<file path="src/sv/rhou_pkg.sv">
package rhou_pkg;

  localparam int MAX_RECTS_DEF  = 8;
  localparam int COORD_BITS_DEF = 12;
  localparam int SLOT_BITS      = 3;
  localparam int COLOR_BITS     = 8;

  typedef enum logic [1:0] {
    CMD_LOAD  = 2'd0,
    CMD_CLEAR = 2'd1,
    CMD_PIXEL = 2'd2
  } cmd_t;

  // Control that travels alongside each transaction through the cell chain.
  typedef struct packed {
    logic                 vld;
    cmd_t                 cmd;
    logic [SLOT_BITS-1:0] slot;
    logic                 covered;
  } ctrl_t;

  // x / 10 for x below 2048, as a multiplication by a scaled reciprocal.
  function automatic logic [COLOR_BITS-1:0] div10(input logic [10:0] x);
    logic [23:0] prod;
    prod = 24'(x) * 24'd6554;
    return prod[23:16];
  endfunction

  // (c*8)/10 + (col*2)/10; the sum never exceeds 255.
  function automatic logic [COLOR_BITS-1:0] blend(input logic [COLOR_BITS-1:0] c,
                                                  input logic [COLOR_BITS-1:0] col);
    logic [COLOR_BITS:0] sum;
    sum = {1'b0, div10({c, 3'b000})} + {1'b0, div10({2'b00, col, 1'b0})};
    return sum[COLOR_BITS-1:0];
  endfunction

endpackage

</file>
<file path="src/sv/rhou_cell.sv">
module rhou_cell
  import rhou_pkg::*;
#(
  parameter int INDEX      = 0,
  parameter int COORD_BITS = COORD_BITS_DEF
) (
  input  logic                  clk,
  input  logic                  rst,
  input  logic                  advance,
  input  ctrl_t                 ctrl_in,
  input  logic [COORD_BITS-1:0] x_in,
  input  logic [COORD_BITS-1:0] y_in,
  input  logic [COORD_BITS-1:0] w_in,
  input  logic [COORD_BITS-1:0] h_in,
  input  logic [COLOR_BITS-1:0] r_in,
  input  logic [COLOR_BITS-1:0] g_in,
  input  logic [COLOR_BITS-1:0] b_in,
  output ctrl_t                 ctrl_out,
  output logic [COORD_BITS-1:0] x_out,
  output logic [COORD_BITS-1:0] y_out,
  output logic [COORD_BITS-1:0] w_out,
  output logic [COORD_BITS-1:0] h_out,
  output logic [COLOR_BITS-1:0] r_out,
  output logic [COLOR_BITS-1:0] g_out,
  output logic [COLOR_BITS-1:0] b_out
);

  // Rectangle held by this cell. Right and bottom carry one extra bit so that
  // a rectangle running past the coordinate range is clipped, not wrapped.
  logic                  active;
  logic [COORD_BITS-1:0] left;
  logic [COORD_BITS-1:0] top;
  logic [COORD_BITS:0]   right;
  logic [COORD_BITS:0]   bottom;
  logic [COLOR_BITS-1:0] col_r;
  logic [COLOR_BITS-1:0] col_g;
  logic [COLOR_BITS-1:0] col_b;

  logic                  selected;
  logic [COORD_BITS:0]   x_ext;
  logic [COORD_BITS:0]   y_ext;
  logic [COORD_BITS:0]   right_next;
  logic [COORD_BITS:0]   bottom_next;
  logic                  hit;
  logic                  border;
  ctrl_t                 ctrl_next;
  logic [COLOR_BITS-1:0] r_next;
  logic [COLOR_BITS-1:0] g_next;
  logic [COLOR_BITS-1:0] b_next;

  assign selected = ctrl_in.vld && (int'(ctrl_in.slot) == INDEX);
  assign x_ext    = {1'b0, x_in};
  assign y_ext    = {1'b0, y_in};

  assign right_next  = x_ext + {1'b0, w_in} - 1'b1;
  assign bottom_next = (h_in == '0) ? y_ext : (y_ext + {1'b0, h_in} - 1'b1);

  assign hit = active && (x_in >= left) && (x_ext <= right)
               && (y_in >= top) && (y_ext <= bottom);
  assign border = (x_in == left) || (x_ext == right) || (y_in == top) || (y_ext == bottom);

  always_comb begin
    ctrl_next = ctrl_in;
    r_next    = r_in;
    g_next    = g_in;
    b_next    = b_in;
    if (ctrl_in.vld && ctrl_in.cmd == CMD_PIXEL && hit) begin
      if (border) begin
        r_next = col_r;
        g_next = col_g;
        b_next = col_b;
      end else if (!ctrl_in.covered) begin
        r_next = blend(r_in, col_r);
        g_next = blend(g_in, col_g);
        b_next = blend(b_in, col_b);
      end
      ctrl_next.covered = 1'b1;
    end
  end

  always_ff @(posedge clk) begin
    if (rst) begin
      active <= 1'b0;
    end else if (advance && selected) begin
      unique case (ctrl_in.cmd)
        CMD_LOAD: begin
          active <= (w_in != '0);
        end
        CMD_CLEAR: begin
          active <= 1'b0;
        end
        default: begin
        end
      endcase
    end
  end

  always_ff @(posedge clk) begin
    if (advance && selected && ctrl_in.cmd == CMD_LOAD) begin
      left   <= x_in;
      top    <= y_in;
      right  <= right_next;
      bottom <= bottom_next;
      col_r  <= r_in;
      col_g  <= g_in;
      col_b  <= b_in;
    end
  end

  always_ff @(posedge clk) begin
    if (rst) begin
      ctrl_out.vld <= 1'b0;
    end else if (advance) begin
      ctrl_out.vld <= ctrl_next.vld;
    end
  end

  always_ff @(posedge clk) begin
    if (advance) begin
      ctrl_out.cmd     <= ctrl_next.cmd;
      ctrl_out.slot    <= ctrl_next.slot;
      ctrl_out.covered <= ctrl_next.covered;
      x_out            <= x_in;
      y_out            <= y_in;
      w_out            <= w_in;
      h_out            <= h_in;
      r_out            <= r_next;
      g_out            <= g_next;
      b_out            <= b_next;
    end
  end

endmodule

</file>
<file path="config.mk">
export PLATFORM = sky130hd
export DESIGN_NAME = rhou_cell
export DESIGN_NICKNAME = d
export VERILOG_FILES = /design/src/sv/rhou_pkg.sv /design/src/sv/rhou_cell.sv
export SDC_FILE = /design/constraint.sdc
export NUM_CORES = 1
export LEC_CHECK = 0
export BUFFER_PORTS_ARGS = -buffer_cell sky130_fd_sc_hd__buf_2
export CAP_MARGIN = 30
export CORE_UTILIZATION = 50
export CTS_CLUSTER_SIZE = 10
export DETAILED_ROUTE_END_ITERATION = 6
export PLACE_DENSITY = 0.8
export SYNTH_ARGS = -nofsm -noshare
export SYNTH_HDL_FRONTEND = slang
export SYNTH_SLANG_ARGS = --single-unit
</file>
<file path="constraint.sdc">
create_clock -name clk -period 7 [get_ports clk]
set_clock_uncertainty 0.15 [all_clocks]
set_input_delay 0.7 -clock clk [delete_from_list [all_inputs] [get_ports clk]]
set_output_delay 0.7 -clock clk [all_outputs]
set_load 0.05 [all_outputs]
</file>
* After elaboration in Yosys (flattened, before gate mapping)
Cells that the tools add are included.
** Word-level totals
- Register bits :: 154
- Input bits :: 82
** Operators by class
- Add/sub/neg operators :: 7
- $mul :: 6
- Reduce and logical (&&, ||, !) cells :: 18
- Magnitude comparators :: 4
- Muxes and demuxes :: 11
- Equal/unequal tests :: 6
** Operator list (count)
- multiplier 8 x 12 -> 20 bit, second input constant :: 6
- 2-to-1 mux 8 bit :: 9
- adder 12 x 12 -> 13 bit :: 2
- == test 12 x 13 -> 1 bit :: 2
- <= comparator 12 x 13 -> 1 bit :: 2
- subtractor 13 x 1 -> 13 bit, second input constant :: 2
- adder 8 x 6 -> 8 bit :: 3
- == test 12 bit :: 2
- >= comparator 12 bit :: 2
- zero test 12 bit :: 1
- 2-to-1 mux 12 bit :: 1
- nonzero test 12 bit :: 1
- logical AND 1 bit :: 9
- zero test 3 bit :: 1
- logical OR 1 bit :: 3
- == test 2 x 1 -> 1 bit, second input constant :: 1
- == test 2 bit, second input constant :: 1
- zero test 2 bit :: 1
- one-hot mux 1 bit (2 select lines) :: 1
- AND reduction 2 bit :: 1
- nonzero test 2 bit :: 1

* Depth between registers and ports, before layout
- Depth after elaboration :: 7
- Mapped depth :: 28

* Least setup slack after synthesis
OpenSTA, ideal clock, no wires.
- Kind :: reg-to-reg
- Start :: register col_r[5]
- End :: register r_out[7] (data pin)
- Slack :: 832 ps
- Arrival time :: 5744 ps
- Stages on the path, launching flop included :: 26
- Library setup time :: 274 ps
- Path through :: edfxtp_1 -> ha_1 -> inv_1 -> fa_1 -> inv_1 -> fa_1 -> inv_1 -> fa_1 -> inv_1 -> ha_1 -> a21o_1 -> a21o_1 -> a21o_1 -> a221oi_2 -> o21ai_1 -> o41a_1 -> a21o_1 -> a21oi_1 -> xnor2_1 -> ha_1 -> o41ai_1 -> a211o_1 -> o311ai_0 -> nor3_1 -> xnor2_1 -> a31oi_1
** On the way
- Word-level cells in the longest chain between the ends :: 5
** Ends and longest elaborated chain
- start: declaration :: line rhou_cell.sv:35 : logic [COLOR_BITS-1:0] col_r;
- start signal: assignment :: line rhou_cell.sv:104 : col_r <= r_in;
- multiplier 8 x 12 -> 20 bit :: line rhou_pkg.sv:25 : prod = 24'(x) * 24'd6554;
- adder 8 x 6 -> 8 bit :: line rhou_pkg.sv:33 : sum = {1'b0, div10({c, 3'b000})} + {1'b0, div10({2'b00, col, 1'b0})};
- 2-to-1 mux 8 bit :: line rhou_cell.sv:72 : end else if (!ctrl_in.covered) begin
- 2-to-1 mux 8 bit :: line rhou_cell.sv:68 : if (border) begin
- 2-to-1 mux 8 bit :: line rhou_cell.sv:67 : if (ctrl_in.vld && ctrl_in.cmd == CMD_PIXEL && hit) begin
- net r_next[7] :: line rhou_cell.sv:47 : logic [COLOR_BITS-1:0] r_next;
- end signal: assignment :: line rhou_cell.sv:127 : r_out <= r_next;
- end: declaration :: line rhou_cell.sv:23 : output logic [COLOR_BITS-1:0] r_out,
The timed path passes the listed nets, and every way through them passes these cells.
A chain may end at the register's enable or synchronous reset.

* Final worst setup path
- Start :: register col_r[6]
- End :: register r_out[7] (data pin)
Same word-level chain as after synthesis.

==> flow_summary_export.csv <==
group,metric,value,unit
route,antenna_left,0,
synth,count_of_flip_flops_with_a_built_in_enable_after_synthesis,152,
route,detailedRoute.firstIterationViolations,461,
grt,overflow_left_after_global_routing,0,
route,avgRoutedWirePerCell,16.1,um
grt,groute.layer.met2.usage,0.398,
layout,layout-area-overhead-vs-synth,12.5,%
synth,post_synth_and_or_nand_nor_area_fraction,0.0749,
sta,count_of_final_max_slew_check_failures,0,
synth,combinational_family_with_the_most_area_after_synthesis,"adder cells",
sta,tns,0,ns
die,effective_utilization_at_floorplan,0.509,
outcome,status,"finished clean",
synth,synth_fp_nets,2199,
critical_path,crit_reg_reg_startpoint,"col_r[6]$_DFFE_PP_",
grt,grt_antenna_before_repair,2,
layout,layout.cells.most_common,"sky130_fd_sc_hd__inv_1",
sta,layout_worst_path_cycle_share,0.970,
sta,final_hold_viol_count,0,
sta,relSlewSlack,0.357,
worst_hold_path,worst_hold_path_type,"primary input to flop",
critical_path,critical_path_source_type,"flop",
critical_path,worst_ep_arrival_time,6.81,ns
layout,post_route_cells_drive_above_1_share,0.125,
layout,area_of_the_multi_input_gates,10400,um^2
clock_tree,clkLatencyLatePin,0.45,ns
clock_tree,total_clock_buffers_created_by_cts,17,
layout,register_area,4600,um^2
route,detail_route.wirelength,36.4,mm
synth,synth_fa_ha_area_frac,0.415,
synth,flops_latches_synth,154,
run,max-cap-violations,0,
sta,post-route-worst-setup-slack,0.212,ns
critical_path,worst_r2r_endpoint,"r_out[7]$_DFFE_PP_",
critical_path,critical_setup_path_class,"flop to flop",
layout,layout_common_cells,"404 x sky130_fd_sc_hd__inv_1, 386 x sky130_fd_sc_hd__ha_1, 159 x sky130_fd_sc_hd__buf_2, 152 x sky130_fd_sc_hd__edfxtp_1, 101 x sky130_fd_sc_hd__fa_1",
grt,gr-max-usage-layer,"met2",
pwr,worst_ir_drop_vdd,0.000167,V
synth,async_set_or_reset_flop_fraction_in_the_synthesized_netlist,0,
clock_tree,cts_sinks,154,
sta,finalSetupViolCount,0,
pwr,leakage_dissipation,9.65,nW
grt,first_global_vias,12227,
route,vias,12003,
critical_path,reg2regPathDepth,27,
route,vias_per_cell,5.30,
synth,post_synth_main_area_contributors,"sky130_fd_sc_hd__ha_1 29%, sky130_fd_sc_hd__edfxtp_1 28%, sky130_fd_sc_hd__fa_1 12%, sky130_fd_sc_hd__inv_1 9.2%, sky130_fd_sc_hd__xnor2_1 2.8%",
die,die-width,184,um
clock_tree,cts-hold-fix-buffers,0,
critical_path,critPathCapture,"r_out[7]$_DFFE_PP_",
grt,grt_pass1_wl,58.4,mm
sta,fmaxAchievable,147,MHz
placed_design,gp_congestion,0.910,
critical_path,critical_path.startpoint,"col_r[6]$_DFFE_PP_",
clock_tree,path_clk_slew,0.07,ns
grt,grtUsageTotal,0.220,
die,row_count,66,
synth,synth_flop_cell,"sky130_fd_sc_hd__edfxtp_1",
clock_tree,root_buffer,"sky130_fd_sc_hd__clkbuf_16",
synth,post_synth.cell_area_avg,10.2,um^2
route,post-route-drc-count,0,
route,drtPass1Iterations,5,
clock_tree,cts_tree,"done",
synth,synth.lib_cells_used.distinct,61,
placed_design,port-buffer-count,160,
grt,globalRouteMet3Util,0.0258,
synth,yosys_warnings,0,
critical_path,worst_ep_required_time,7.02,ns
synth,synthCells,1629,
sta,timing.hold.ws,0.266,ns
placed_design,pre_cts_ws,0.298,ns
synth,post_synth_xor_area_fraction,0.0365,
synth,netlist_area,16600,um^2
synth,synth_top_area_share,0.293,
grt,largest_net_degree_at_the_start_of_global_routing,47,
sta,layout_min_cycle_time,6.79,ns
synth,synth-compound-area-share,0.100,
pwr,cellPowerDensity,229,nW/um^2
placed_design,dpl.hpwl,29.1,mm
critical_path,crit_path_end_kind,"flop",
synth,synthMuxAreaShare,0.000605,
die,io_pins,161,
clock_tree,cts_max_level,4,
die,floorplan.die.height,184,um
die,die_area,33800,um^2
clock_tree,clock_tree.buffer_depth,2,
die,core_area,32500,um^2
sta,worst_slew_pin_slew,0.956,ns
grt,grt.met1_usage,0.262,
critical_path,worstPathMaxFanout,4,
layout,fin_nets,2376,
synth,synth.yosys.seq_area_share,0.278,
critical_path,timing.reg2reg.setup_slack,0.21,ns
synth,netlist.top_cell.by_area,"sky130_fd_sc_hd__ha_1",
layout,filler_cell_count,2764,
## per-layer routing
| layer | wire length [um] | vias to the layer above |
|---|---|---|
| li1 | - | 5883 |
| met1 | 15200 | 5780 |
| met2 | 18800 | 272 |
| met3 | 1430 | 68 |
| met4 | 1090 | 0 |
| met5 | 0 | - |
## sequential cells by signal, summed over array words and instances, names as in the netlist
register,flops
bottom,13
right,13
h_out,12
left,12
top,12
w_out,12
x_out,12
y_out,12
b_out,8
col_b,8
col_g,8
col_r,8
g_out,8
r_out,8
ctrl_out,7
active,1
## synth_stat cells, drive strengths merged (13+ instances only)
master and number:
a21o 31, a21oi 74, edfxtp 152, fa 101
ha 387, inv 404, nand2 33, nand3 21
nand4 13, nor2 102, nor2b 21, nor3 19
o21a 19, o21ai 43, o22ai 21, xnor2 52
xor2 17
## final cells by class
class,instances,share of cell area
Sequential cell,154,0.247
Inverter,404,0.0814
Antenna cell,2,0.000269
Clock inverter,14,0.0120
Multi-Input combinational cell,1061,0.559
Tap cell,442,0.0297
Timing Repair Buffer,168,0.0467
Clock buffer,18,0.0236
## what timing repair did
item                                    CTS  global route
endpoints found under the hold margin     0             0
buffers inserted                          0             3
endpoints found under the setup margin    0             1
gates resized for setup                   0             4
## worst min-delay path by stage
stage | startpoint | to | slack [ns] | depth (start not counted)
after floorplan | active$_SDFFE_PP0P_ | active$_SDFFE_PP0P_ | 0.28 | 2
after global placement | active$_SDFFE_PP0P_ | active$_SDFFE_PP0P_ | 0.29 | 2
after detailed placement | active$_SDFFE_PP0P_ | active$_SDFFE_PP0P_ | 0.31 | 2
after CTS | rst | active$_SDFFE_PP0P_ | 0.25 | 2
after global routing | rst | active$_SDFFE_PP0P_ | 0.27 | 2
final | rst | active$_SDFFE_PP0P_ | 0.27 | 2
## metrics by stage
stage | instances | power (mW) | util | area (um^2)
after global routing | 2263 | 4.57 | 0.573 | 18600
final | 2263 | 4.26 | 0.573 | 18600
after global placement | 2225 | 3.08 | 0.550 | 17900
after floorplan | 1629 | 2.70 | - | 16600
after CTS | 2258 | 4.26 | 0.571 | 18600
after detailed placement | 2226 | 3.17 | 0.551 | 17900
## where the power goes
group	total, mW	switching (mW)	internal, mW
Combinational	2.11	1.22	0.891
Sequential	1.08	0.0134	1.07
Clock	1.07	0.442	0.624
## cells by family (layout without fill, tap and decap cells)
kind of cell,after synthesis,count (layout)
compound gates,249,249
xor+xnor,69,69
fa+ha+maj,488,488
buf+inv,414,604
flops,154,154
mux,1,1
other cells,0,2
simple gates,254,254
## critical path, stage by stage, from the launching register on
cell	delay [ns]
sky130_fd_sc_hd__edfxtp_1	0.45
sky130_fd_sc_hd__ha_1	0.38
sky130_fd_sc_hd__inv_1	0.08
sky130_fd_sc_hd__fa_1	0.50
sky130_fd_sc_hd__inv_1	0.05
sky130_fd_sc_hd__fa_1	0.49
sky130_fd_sc_hd__inv_1	0.05
sky130_fd_sc_hd__fa_1	0.49
sky130_fd_sc_hd__inv_1	0.04
sky130_fd_sc_hd__ha_1	0.30
sky130_fd_sc_hd__a21o_1	0.19
sky130_fd_sc_hd__a21o_1	0.17
sky130_fd_sc_hd__a21o_1	0.20
sky130_fd_sc_hd__a221oi_4	0.27
sky130_fd_sc_hd__o21ai_2	0.13
sky130_fd_sc_hd__o41a_1	0.35
sky130_fd_sc_hd__a21o_1	0.21
sky130_fd_sc_hd__a21oi_1	0.18
sky130_fd_sc_hd__xnor2_1	0.10
sky130_fd_sc_hd__ha_2	0.36
sky130_fd_sc_hd__nor2_1	0.07
sky130_fd_sc_hd__nor2_1	0.13
sky130_fd_sc_hd__o41ai_2	0.11
sky130_fd_sc_hd__a221oi_1	0.31
sky130_fd_sc_hd__o311ai_0	0.20
sky130_fd_sc_hd__nor3_1	0.29
sky130_fd_sc_hd__xnor2_1	0.16
sky130_fd_sc_hd__a31oi_1	0.11
Power figures use the tool's default switching activity.
